===== src/hw/rtl/tsel_pkg.sv =====
// tsel_pkg: shared types, codes and field widths for the time-sorted entry list
// used by tsel_cell and time_sorted_entry_list; depends on nothing else
package tsel_pkg;

  localparam int HOUR_BITS        = 5;
  localparam int MIN_BITS         = 6;
  localparam int KEY_BITS         = HOUR_BITS + MIN_BITS;
  localparam int INDEX_BITS       = 3;
  localparam int COUNT_OUT_BITS   = 4;
  localparam int DATA_OUT_BITS    = 32;
  localparam int CAPACITY_DEF     = 8;
  localparam int PAYLOAD_BITS_DEF = 32;

  typedef enum logic [1:0] {
    OP_INSERT = 2'd0,
    OP_DELETE = 2'd1,
    OP_READ   = 2'd2
  } op_t;

  typedef enum logic [1:0] {
    ST_DONE  = 2'd0,
    ST_FULL  = 2'd1,
    ST_RANGE = 2'd2
  } status_t;

  // control broadcast to every cell of the row
  typedef struct packed {
    logic                  insert;
    logic                  remove;
    logic [INDEX_BITS-1:0] index;
    logic [HOUR_BITS-1:0]  hour;
    logic [MIN_BITS-1:0]   minute;
  } cell_ctrl_t;

endpackage


===== src/hw/rtl/time_sorted_entry_list.sv =====
// time_sorted_entry_list: top level, a row of tsel_cell slots kept in time order
// plus count, decode and output register; depends on tsel_pkg and tsel_cell
// an accepted transaction's result is in the output register in the next cycle
// throughput: one transaction per cycle while in_stall is low; the row's compare and shift select are combinational
// the output register frees the input side whenever the result is taken or absent
// reset: synchronous rst empties the list and drops out_valid; slot contents are not cleared
module time_sorted_entry_list #(
  parameter int CAPACITY     = tsel_pkg::CAPACITY_DEF,
  parameter int PAYLOAD_BITS = tsel_pkg::PAYLOAD_BITS_DEF
) (
  input  logic                               clk,
  input  logic                               rst,
  input  logic                               in_valid,
  output logic                               in_stall,
  input  logic [1:0]                         op,
  input  logic [tsel_pkg::HOUR_BITS-1:0]     event_hour,
  input  logic [tsel_pkg::MIN_BITS-1:0]      event_minute,
  input  logic [tsel_pkg::DATA_OUT_BITS-1:0] event_payload,
  input  logic [tsel_pkg::INDEX_BITS-1:0]    target_index,
  output logic                               out_valid,
  input  logic                               out_stall,
  output logic [1:0]                         status,
  output logic [tsel_pkg::INDEX_BITS-1:0]    position,
  output logic [tsel_pkg::HOUR_BITS-1:0]     out_hour,
  output logic [tsel_pkg::MIN_BITS-1:0]      out_minute,
  output logic [tsel_pkg::DATA_OUT_BITS-1:0] out_payload,
  output logic [tsel_pkg::COUNT_OUT_BITS-1:0] entry_count
);
  import tsel_pkg::*;

  localparam int COUNT_BITS = $clog2(CAPACITY + 1);

  // held entry count, control state
  logic [COUNT_BITS-1:0] held_count;
  logic [COUNT_BITS-1:0] held_count_next;

  logic accept;
  logic full;
  logic index_ok;

  cell_ctrl_t ctrl;
  logic [PAYLOAD_BITS-1:0] new_payload;

  // neighbor chains: element i+1 is what cell i hands to its right
  logic                    sel_chain   [CAPACITY+1];
  logic [HOUR_BITS-1:0]    hour_chain  [CAPACITY+1];
  logic [MIN_BITS-1:0]     min_chain   [CAPACITY+1];
  logic [PAYLOAD_BITS-1:0] pay_chain   [CAPACITY+1];
  logic                    first_flag  [CAPACITY];

  // what cell i takes from its right: cell i+1, zero past the end
  logic [HOUR_BITS-1:0]    right_hour  [CAPACITY];
  logic [MIN_BITS-1:0]     right_min   [CAPACITY];
  logic [PAYLOAD_BITS-1:0] right_pay   [CAPACITY];

  logic [INDEX_BITS-1:0]    insert_at;
  logic [HOUR_BITS-1:0]     read_hour;
  logic [MIN_BITS-1:0]      read_min;
  logic [PAYLOAD_BITS-1:0]  read_pay;

  status_t                  status_next;
  logic [INDEX_BITS-1:0]    position_next;
  logic [HOUR_BITS-1:0]     out_hour_next;
  logic [MIN_BITS-1:0]      out_minute_next;
  logic [DATA_OUT_BITS-1:0] out_payload_next;

  // output register doubles as the skid stage
  assign in_stall = out_valid && out_stall;
  assign accept   = in_valid && !in_stall;

  assign full     = int'(held_count) >= CAPACITY;
  assign index_ok = int'(target_index) < int'(held_count);

  // input payload masked to the stored width
  assign new_payload = PAYLOAD_BITS'(event_payload);

  // left of cell zero: never past the insert point
  assign sel_chain[0]  = 1'b0;
  assign hour_chain[0] = '0;
  assign min_chain[0]  = '0;
  assign pay_chain[0]  = '0;

  always_comb begin
    ctrl.insert = 1'b0;
    ctrl.remove = 1'b0;
    unique case (op)
      OP_INSERT: ctrl.insert = accept && !full;
      OP_DELETE: ctrl.remove = accept && index_ok;
      default:   ;
    endcase
    ctrl.index  = target_index;
    ctrl.hour   = event_hour;
    ctrl.minute = event_minute;
  end

  for (genvar i = 0; i < CAPACITY; i++) begin : g_cell
    if (i + 1 < CAPACITY) begin : g_mid
      assign right_hour[i] = hour_chain[i+2];
      assign right_min[i]  = min_chain[i+2];
      assign right_pay[i]  = pay_chain[i+2];
    end else begin : g_end
      assign right_hour[i] = '0;
      assign right_min[i]  = '0;
      assign right_pay[i]  = '0;
    end

    tsel_cell #(
      .INDEX       (i),
      .PAYLOAD_BITS(PAYLOAD_BITS),
      .COUNT_BITS  (COUNT_BITS)
    ) u_cell (
      .clk          (clk),
      .ctrl         (ctrl),
      .new_payload  (new_payload),
      .count        (held_count),
      .left_sel     (sel_chain[i]),
      .left_hour    (hour_chain[i]),
      .left_minute  (min_chain[i]),
      .left_payload (pay_chain[i]),
      .right_hour   (right_hour[i]),
      .right_minute (right_min[i]),
      .right_payload(right_pay[i]),
      .sel          (sel_chain[i+1]),
      .first        (first_flag[i]),
      .hour         (hour_chain[i+1]),
      .minute       (min_chain[i+1]),
      .payload      (pay_chain[i+1])
    );
  end

  // insert point is the one cell whose left neighbor is still before it;
  // read picks the slot named by target_index
  always_comb begin
    insert_at = '0;
    read_hour = '0;
    read_min  = '0;
    read_pay  = '0;
    for (int i = 0; i < CAPACITY; i++) begin
      if (first_flag[i]) begin
        insert_at = insert_at | INDEX_BITS'(i);
      end
      if (i == int'(target_index)) begin
        read_hour = read_hour | hour_chain[i+1];
        read_min  = read_min  | min_chain[i+1];
        read_pay  = read_pay  | pay_chain[i+1];
      end
    end
  end

  always_comb begin
    status_next      = ST_RANGE;
    position_next    = '0;
    out_hour_next    = '0;
    out_minute_next  = '0;
    out_payload_next = '0;
    held_count_next  = held_count;
    unique case (op)
      OP_INSERT: begin
        if (full) begin
          status_next = ST_FULL;
        end else begin
          status_next     = ST_DONE;
          position_next   = insert_at;
          held_count_next = held_count + COUNT_BITS'(1);
        end
      end
      OP_DELETE: begin
        if (index_ok) begin
          status_next     = ST_DONE;
          position_next   = target_index;
          held_count_next = held_count - COUNT_BITS'(1);
        end
      end
      OP_READ: begin
        if (index_ok) begin
          status_next      = ST_DONE;
          position_next    = target_index;
          out_hour_next    = read_hour;
          out_minute_next  = read_min;
          out_payload_next = DATA_OUT_BITS'(read_pay);
        end
      end
      default: ;
    endcase
  end

  always_ff @(posedge clk) begin
    if (rst) begin
      held_count <= '0;
      out_valid  <= 1'b0;
    end else begin
      if (accept) begin
        held_count <= held_count_next;
        out_valid  <= 1'b1;
      end else if (!out_stall) begin
        out_valid  <= 1'b0;
      end
    end
  end

  // result payload, loaded with each accepted transaction
  always_ff @(posedge clk) begin
    if (accept) begin
      status      <= status_next;
      position    <= position_next;
      out_hour    <= out_hour_next;
      out_minute  <= out_minute_next;
      out_payload <= out_payload_next;
      entry_count <= COUNT_OUT_BITS'(held_count_next);
    end
  end

endmodule


===== src/hw/rtl/tsel_cell.sv =====
// tsel_cell: one slot of the sorted row; compares its entry with the new time
// and shifts up or down with its neighbors; depends on tsel_pkg
module tsel_cell #(
  parameter int INDEX        = 0,
  parameter int PAYLOAD_BITS = tsel_pkg::PAYLOAD_BITS_DEF,
  parameter int COUNT_BITS   = 4
) (
  input  logic                        clk,
  input  tsel_pkg::cell_ctrl_t        ctrl,
  input  logic [PAYLOAD_BITS-1:0]     new_payload,
  input  logic [COUNT_BITS-1:0]       count,
  input  logic                        left_sel,
  input  logic [tsel_pkg::HOUR_BITS-1:0] left_hour,
  input  logic [tsel_pkg::MIN_BITS-1:0]  left_minute,
  input  logic [PAYLOAD_BITS-1:0]     left_payload,
  input  logic [tsel_pkg::HOUR_BITS-1:0] right_hour,
  input  logic [tsel_pkg::MIN_BITS-1:0]  right_minute,
  input  logic [PAYLOAD_BITS-1:0]     right_payload,
  output logic                        sel,
  output logic                        first,
  output logic [tsel_pkg::HOUR_BITS-1:0] hour,
  output logic [tsel_pkg::MIN_BITS-1:0]  minute,
  output logic [PAYLOAD_BITS-1:0]     payload
);
  import tsel_pkg::*;

  logic occupied;
  logic later;

  assign occupied = INDEX < int'(count);
  assign later    = {hour, minute} > {ctrl.hour, ctrl.minute};
  // at or past the insert point: empty slot or a strictly later time
  assign sel      = !occupied || later;
  assign first    = sel && !left_sel;

  always_ff @(posedge clk) begin
    if (ctrl.insert && sel) begin
      if (left_sel) begin
        hour    <= left_hour;
        minute  <= left_minute;
        payload <= left_payload;
      end else begin
        hour    <= ctrl.hour;
        minute  <= ctrl.minute;
        payload <= new_payload;
      end
    end else if (ctrl.remove && (INDEX >= int'(ctrl.index))) begin
      hour    <= right_hour;
      minute  <= right_minute;
      payload <= right_payload;
    end
  end

endmodule

===== config.mk =====
export PLATFORM = sky130hd
export DESIGN_NAME = time_sorted_entry_list
export DESIGN_NICKNAME = d
export VERILOG_FILES = /design/src/hw/rtl/tsel_pkg.sv /design/src/hw/rtl/time_sorted_entry_list.sv /design/src/hw/rtl/tsel_cell.sv
export SDC_FILE = /design/constraint.sdc
export NUM_CORES = 1
export LEC_CHECK = 0
export BUFFER_PORTS_ARGS = -buffer_cell sky130_fd_sc_hd__buf_2
export CORE_MARGIN = 2
export CORE_UTILIZATION = 45
export CTS_CLUSTER_DIAMETER = 30
export DETAILED_ROUTE_END_ITERATION = 7
export GPL_TIMING_DRIVEN = 0
export PLACE_DENSITY = 0.59
export SKIP_LAST_GASP = 1
export SYNTH_ARGS = -nofsm -noshare
export SYNTH_HDL_FRONTEND = slang
export SYNTH_SLANG_ARGS = --single-unit
export TNS_END_PERCENT = 50

===== constraint.sdc =====
create_clock -name clk -period 9.9 [get_ports clk]
set_input_delay 1.98 -clock clk [delete_from_list [all_inputs] [get_ports clk]]
set_output_delay 1.98 -clock clk [all_outputs]
set_load 0.01 [all_outputs]

==> metrics list <==
- Summed over all layers, the routed wires come to ~80 mm.
* Slew at the pin closest to its max-slew limit: 1.58 ns
* Maximum clock rate: ~0.18 GHz
- The worst setup path is captured at a flop.
* Critical Path Slowest Stage Cell: clkbuf_1
- Cts repair resizes: 0
- In this run the static leakage power is about 0.012 uW.
- Largest stage delay on the critical path: 0.67 ns
- Nets in the synthesized netlist: between 2000 and 2500
* Via count of the first global-routing pass: 18767
- Wire per inst: 27.2 um
* Critical Setup Path Class: in -> reg
- The number of antenna violations at the first check in global routing is 3.
- Gate count after technology mapping: ~2000
- At the worst endpoint, the arrival time is 5.89 ns.
- At the placement stage, the worst setup path has a slack of between 3 and 4 ns.
- For this run, the leading register cell type out of synthesis is edfxtp_1.
- Minimum clock period after layout: approximately 5.6 ns
- Count of final hold-check violations: 0
* Largest voltage drop on the vdd net: roughly 0.14 mV
- In the routed design, unresolved DRC markers number 0.
* Count of input and output buffers: 95
- The tree is rooted in a clkbuf_16.
* Total CTS buffers: ~100
- The net count of the finished layout is about 2400.
- Synthesis-to-finish area growth: 22.2%
* First-pass GRT wire length: ~120 mm
* Source-to-sink clock delay at the later pin of the worst-skew pair: between 0.6 and 0.7 ns
- Post-Synthesis Mean Instance Area: around 11 um2
* Iteration-0 DRC count of the detailed router: between 2000 and 2500
- In this run the number of H-tree levels came out at 3.
- Hold Path Class: reg -> reg
- The run finished, with violations left.
- Entering global routing, the biggest net connects 44 pins.
- Walking the worst path, the cells encountered are clkbuf_1 -> inv_1 -> ha_1 -> and4_1 -> a21boi_1 -> o311ai_2 -> a21oi_2 -> clkbuf_1 -> a41o_2 -> buf_12.
* Setup-violating endpoint count in the final report: 0
- Once detailed placement completed, the half-perimeter wirelength came to roughly 55 mm.
* Die footprint: 53700 um2
- Total negative slack: 0 ns
* Post-route worst setup slack: roughly 4.3 ns
* Multi-input logic area: ~11000 um2
- After floorplanning, the core was divided into 83 placement rows.
- Yosys mapped a number of flops with a built-in enable equal to around 400.
* Layout cell share with drive strength beyond 1: between 10% and 20%
- Count of yosys warnings during synthesis: 0
* Sort of element at the start of the critical path: primary input
- Summing every instance area after synthesis gives around 23000 um2.
- Required time of the critical path: between 10 and 15 ns
- Fill cell count: about 4400
- In the layout the commonest cells are edfxtp_1 (396), nor2_1 (316), mux2i_1 (302).
- Clock tree from TritonCTS: built
- Kind of cell with the highest combined delay on the critical path: buffers and inverters
* Core outline area: between 50000 and 60000 um2
* Post-route clock period utilization: a little under three fifths
- Die Ht: about 230 um
* Worst-case clock skew: approximately 0.037 ns
- The share of the Yosys chip area taken by registers is between 50% and 60%.
* Sequential standard cell area: between 10000 and 15000 um2
- Setup repair after global routing left no endpoint under its margin.
- Final hold slack: roughly 0.60 ns
* Clock edge transition at the registers on the reported setup and hold paths: ~0.050 ns
- In this run the tightest slew margin relative to its limit is -5.54%.
* Die extent in x: 232 um
- Max-slew violation total from the final report: 8
- Buffers and inverters on the worst path: 4
- Via-to-Cell Ratio: 6.29
* Leading cell type in the layout, fill and taps excluded: edfxtp_1
- The final reports fail on max-capacitance violations, max-slew violations.
- In this run the count of I/O pins placed on the die edge is 106.
* Number of sinks handled by clock tree synthesis: 401
- Pwr/cell area: 212 nW/um2
- Before antenna repair, the detailed router went through 6 iterations.
* Number of unique standard cell types used by synthesis: slightly above 60
- The number of hold buffers added after CTS was 0.
* Maximum clock path buffer count: 3
- Max Fanout on Critical Path: 25
- The synthesized design contains roughly 400 register bits.
* Cell occurring most often along the worst timing path: clkbuf_1
- The tool flagged a number of max-cap violations equal to 1.
- Once the floorplan was initialized, standard cells occupied 45.5% of the core.
- In the synthesized netlist the async set-or-reset flop fraction comes to 0%.
- Total Routing Usage GR: around 30%
* Gr ovfl total: 0
- Once detail routing completed, the nets flagged for antenna violations numbered 0.
* Vias after detailed routing: 19054
- At the end of routability-driven placement, the weighted congestion stood at about 0.93.
* Total setup buffers inserted after CTS: 0
-- final cells by class --
cell class	count	share of cell area, %
diodes	1	0.00877
plain buffers	156	2.55
clock buffers	113	9.17
clock inverters	77	2.80
inverters	29	0.382
multi-input cells	1459	37.2
flip-flops and latches	401	42.0
well taps	680	2.98
repair buffers	111	2.90
-- layer usage --
metal	part of all wire [%]	vias to the layer above	global-route usage (%)
met3	10	194	7.21
met5	0.015	-	0
met1	41	9394	41.1
li1	-	8365	-
met4	3.0	2	11.5
met2	46	1099	47.7
-- sequential cells by signal, indices dropped and copies added, names as in the netlist --
| signal | count |
|---|---|
| g_cell.u_cell.minute | 48 |
| out_payload | 32 |
| out_valid | 1 |
| entry_count | 4 |
| g_cell.u_cell.payload | 256 |
| held_count | 4 |
| status | 2 |
| out_minute | 6 |
| out_hour | 5 |
| position | 3 |
| g_cell.u_cell.hour | 40 |
-- cells by family (layout without fill, tap and decap cells) --
family                   count (synthesis)  after routing  share of synthesized area, %
multiplexers                           346            346                          15.7
other                                    0              1                             0
flip-flops                             401            401                          51.4
adder cells (fa/ha/maj)                 97             97                          5.20
buffers and inverters                  185            486                          3.57
AND/OR/NAND/NOR                        420            420                          7.87
AO/OA/AOI/OAI                          596            596                          16.3
-- path summary, 6_finish.rpt --
kind | start | depth (start not counted) | to | slack [ns]
worst max-delay path | event_minute[3] | 10 | g_cell[4].u_cell.payload[25] | 4.33
worst min-delay path | g_cell[1].u_cell.payload[31] | 1 | g_cell[0].u_cell.payload[31] | 0.60
worst max register to register | held_count[1] | 11 | g_cell[2].u_cell.payload[30] | 5.56
worst min register to register | g_cell[1].u_cell.payload[31] | 1 | g_cell[0].u_cell.payload[31] | 0.60
-- where the power goes --
| group | total [uW] | leakage (uW) | switching (uW) | internal (uW) |
|---|---|---|---|---|
| registers | 2030 | 0.00372 | 58.6 | 1980 |
| clock network | 3280 | 0.00161 | 1110 | 2160 |
| logic | 727 | 0.00650 | 462 | 265 |
-- stage by stage --
stage | cells | power [uW] | instance area (um2) | utilization [%]
6_report | 3027 | 6040 | 28500 | 55.6
5_1_grt | 3027 | 6190 | 28500 | 55.6
3_5_place_dp | 2836 | 2770 | 25100 | 49.0
4_1_cts | 3026 | 6040 | 28500 | 55.6
2_1_floorplan | 2045 | 2500 | 23300 | -
3_3_place_gp | 2820 | 2750 | 24700 | 48.1
-- synthesized netlist by cell type, types with 7 or more instances --
master / count / share of area, %
and2_1: 7 / 0.19
buf_4: 9 / 0.29
nand3_1: 10 / 0.21
ha_1: 97 / 5.2
a21oi_1: 293 / 6.3
mux2_4: 39 / 2.5
nand2_1: 23 / 0.37
buf_2: 54 / 1.2
nand4_1: 8 / 0.21
a221oi_1: 44 / 1.7
a31oi_1: 48 / 1.3
o21ai_0: 20 / 0.43
and4_1: 8 / 0.30
nor2_1: 316 / 5.1
a22oi_1: 86 / 2.8
mux2i_1: 302 / 13
a22o_1: 43 / 1.6
a211oi_1: 13 / 0.42
edfxtp_1: 396 / 51
inv_1: 29 / 0.47
clkbuf_1: 84 / 1.4
nand3b_1: 8 / 0.26
Note: power is estimated with default switching activity, not from simulation.
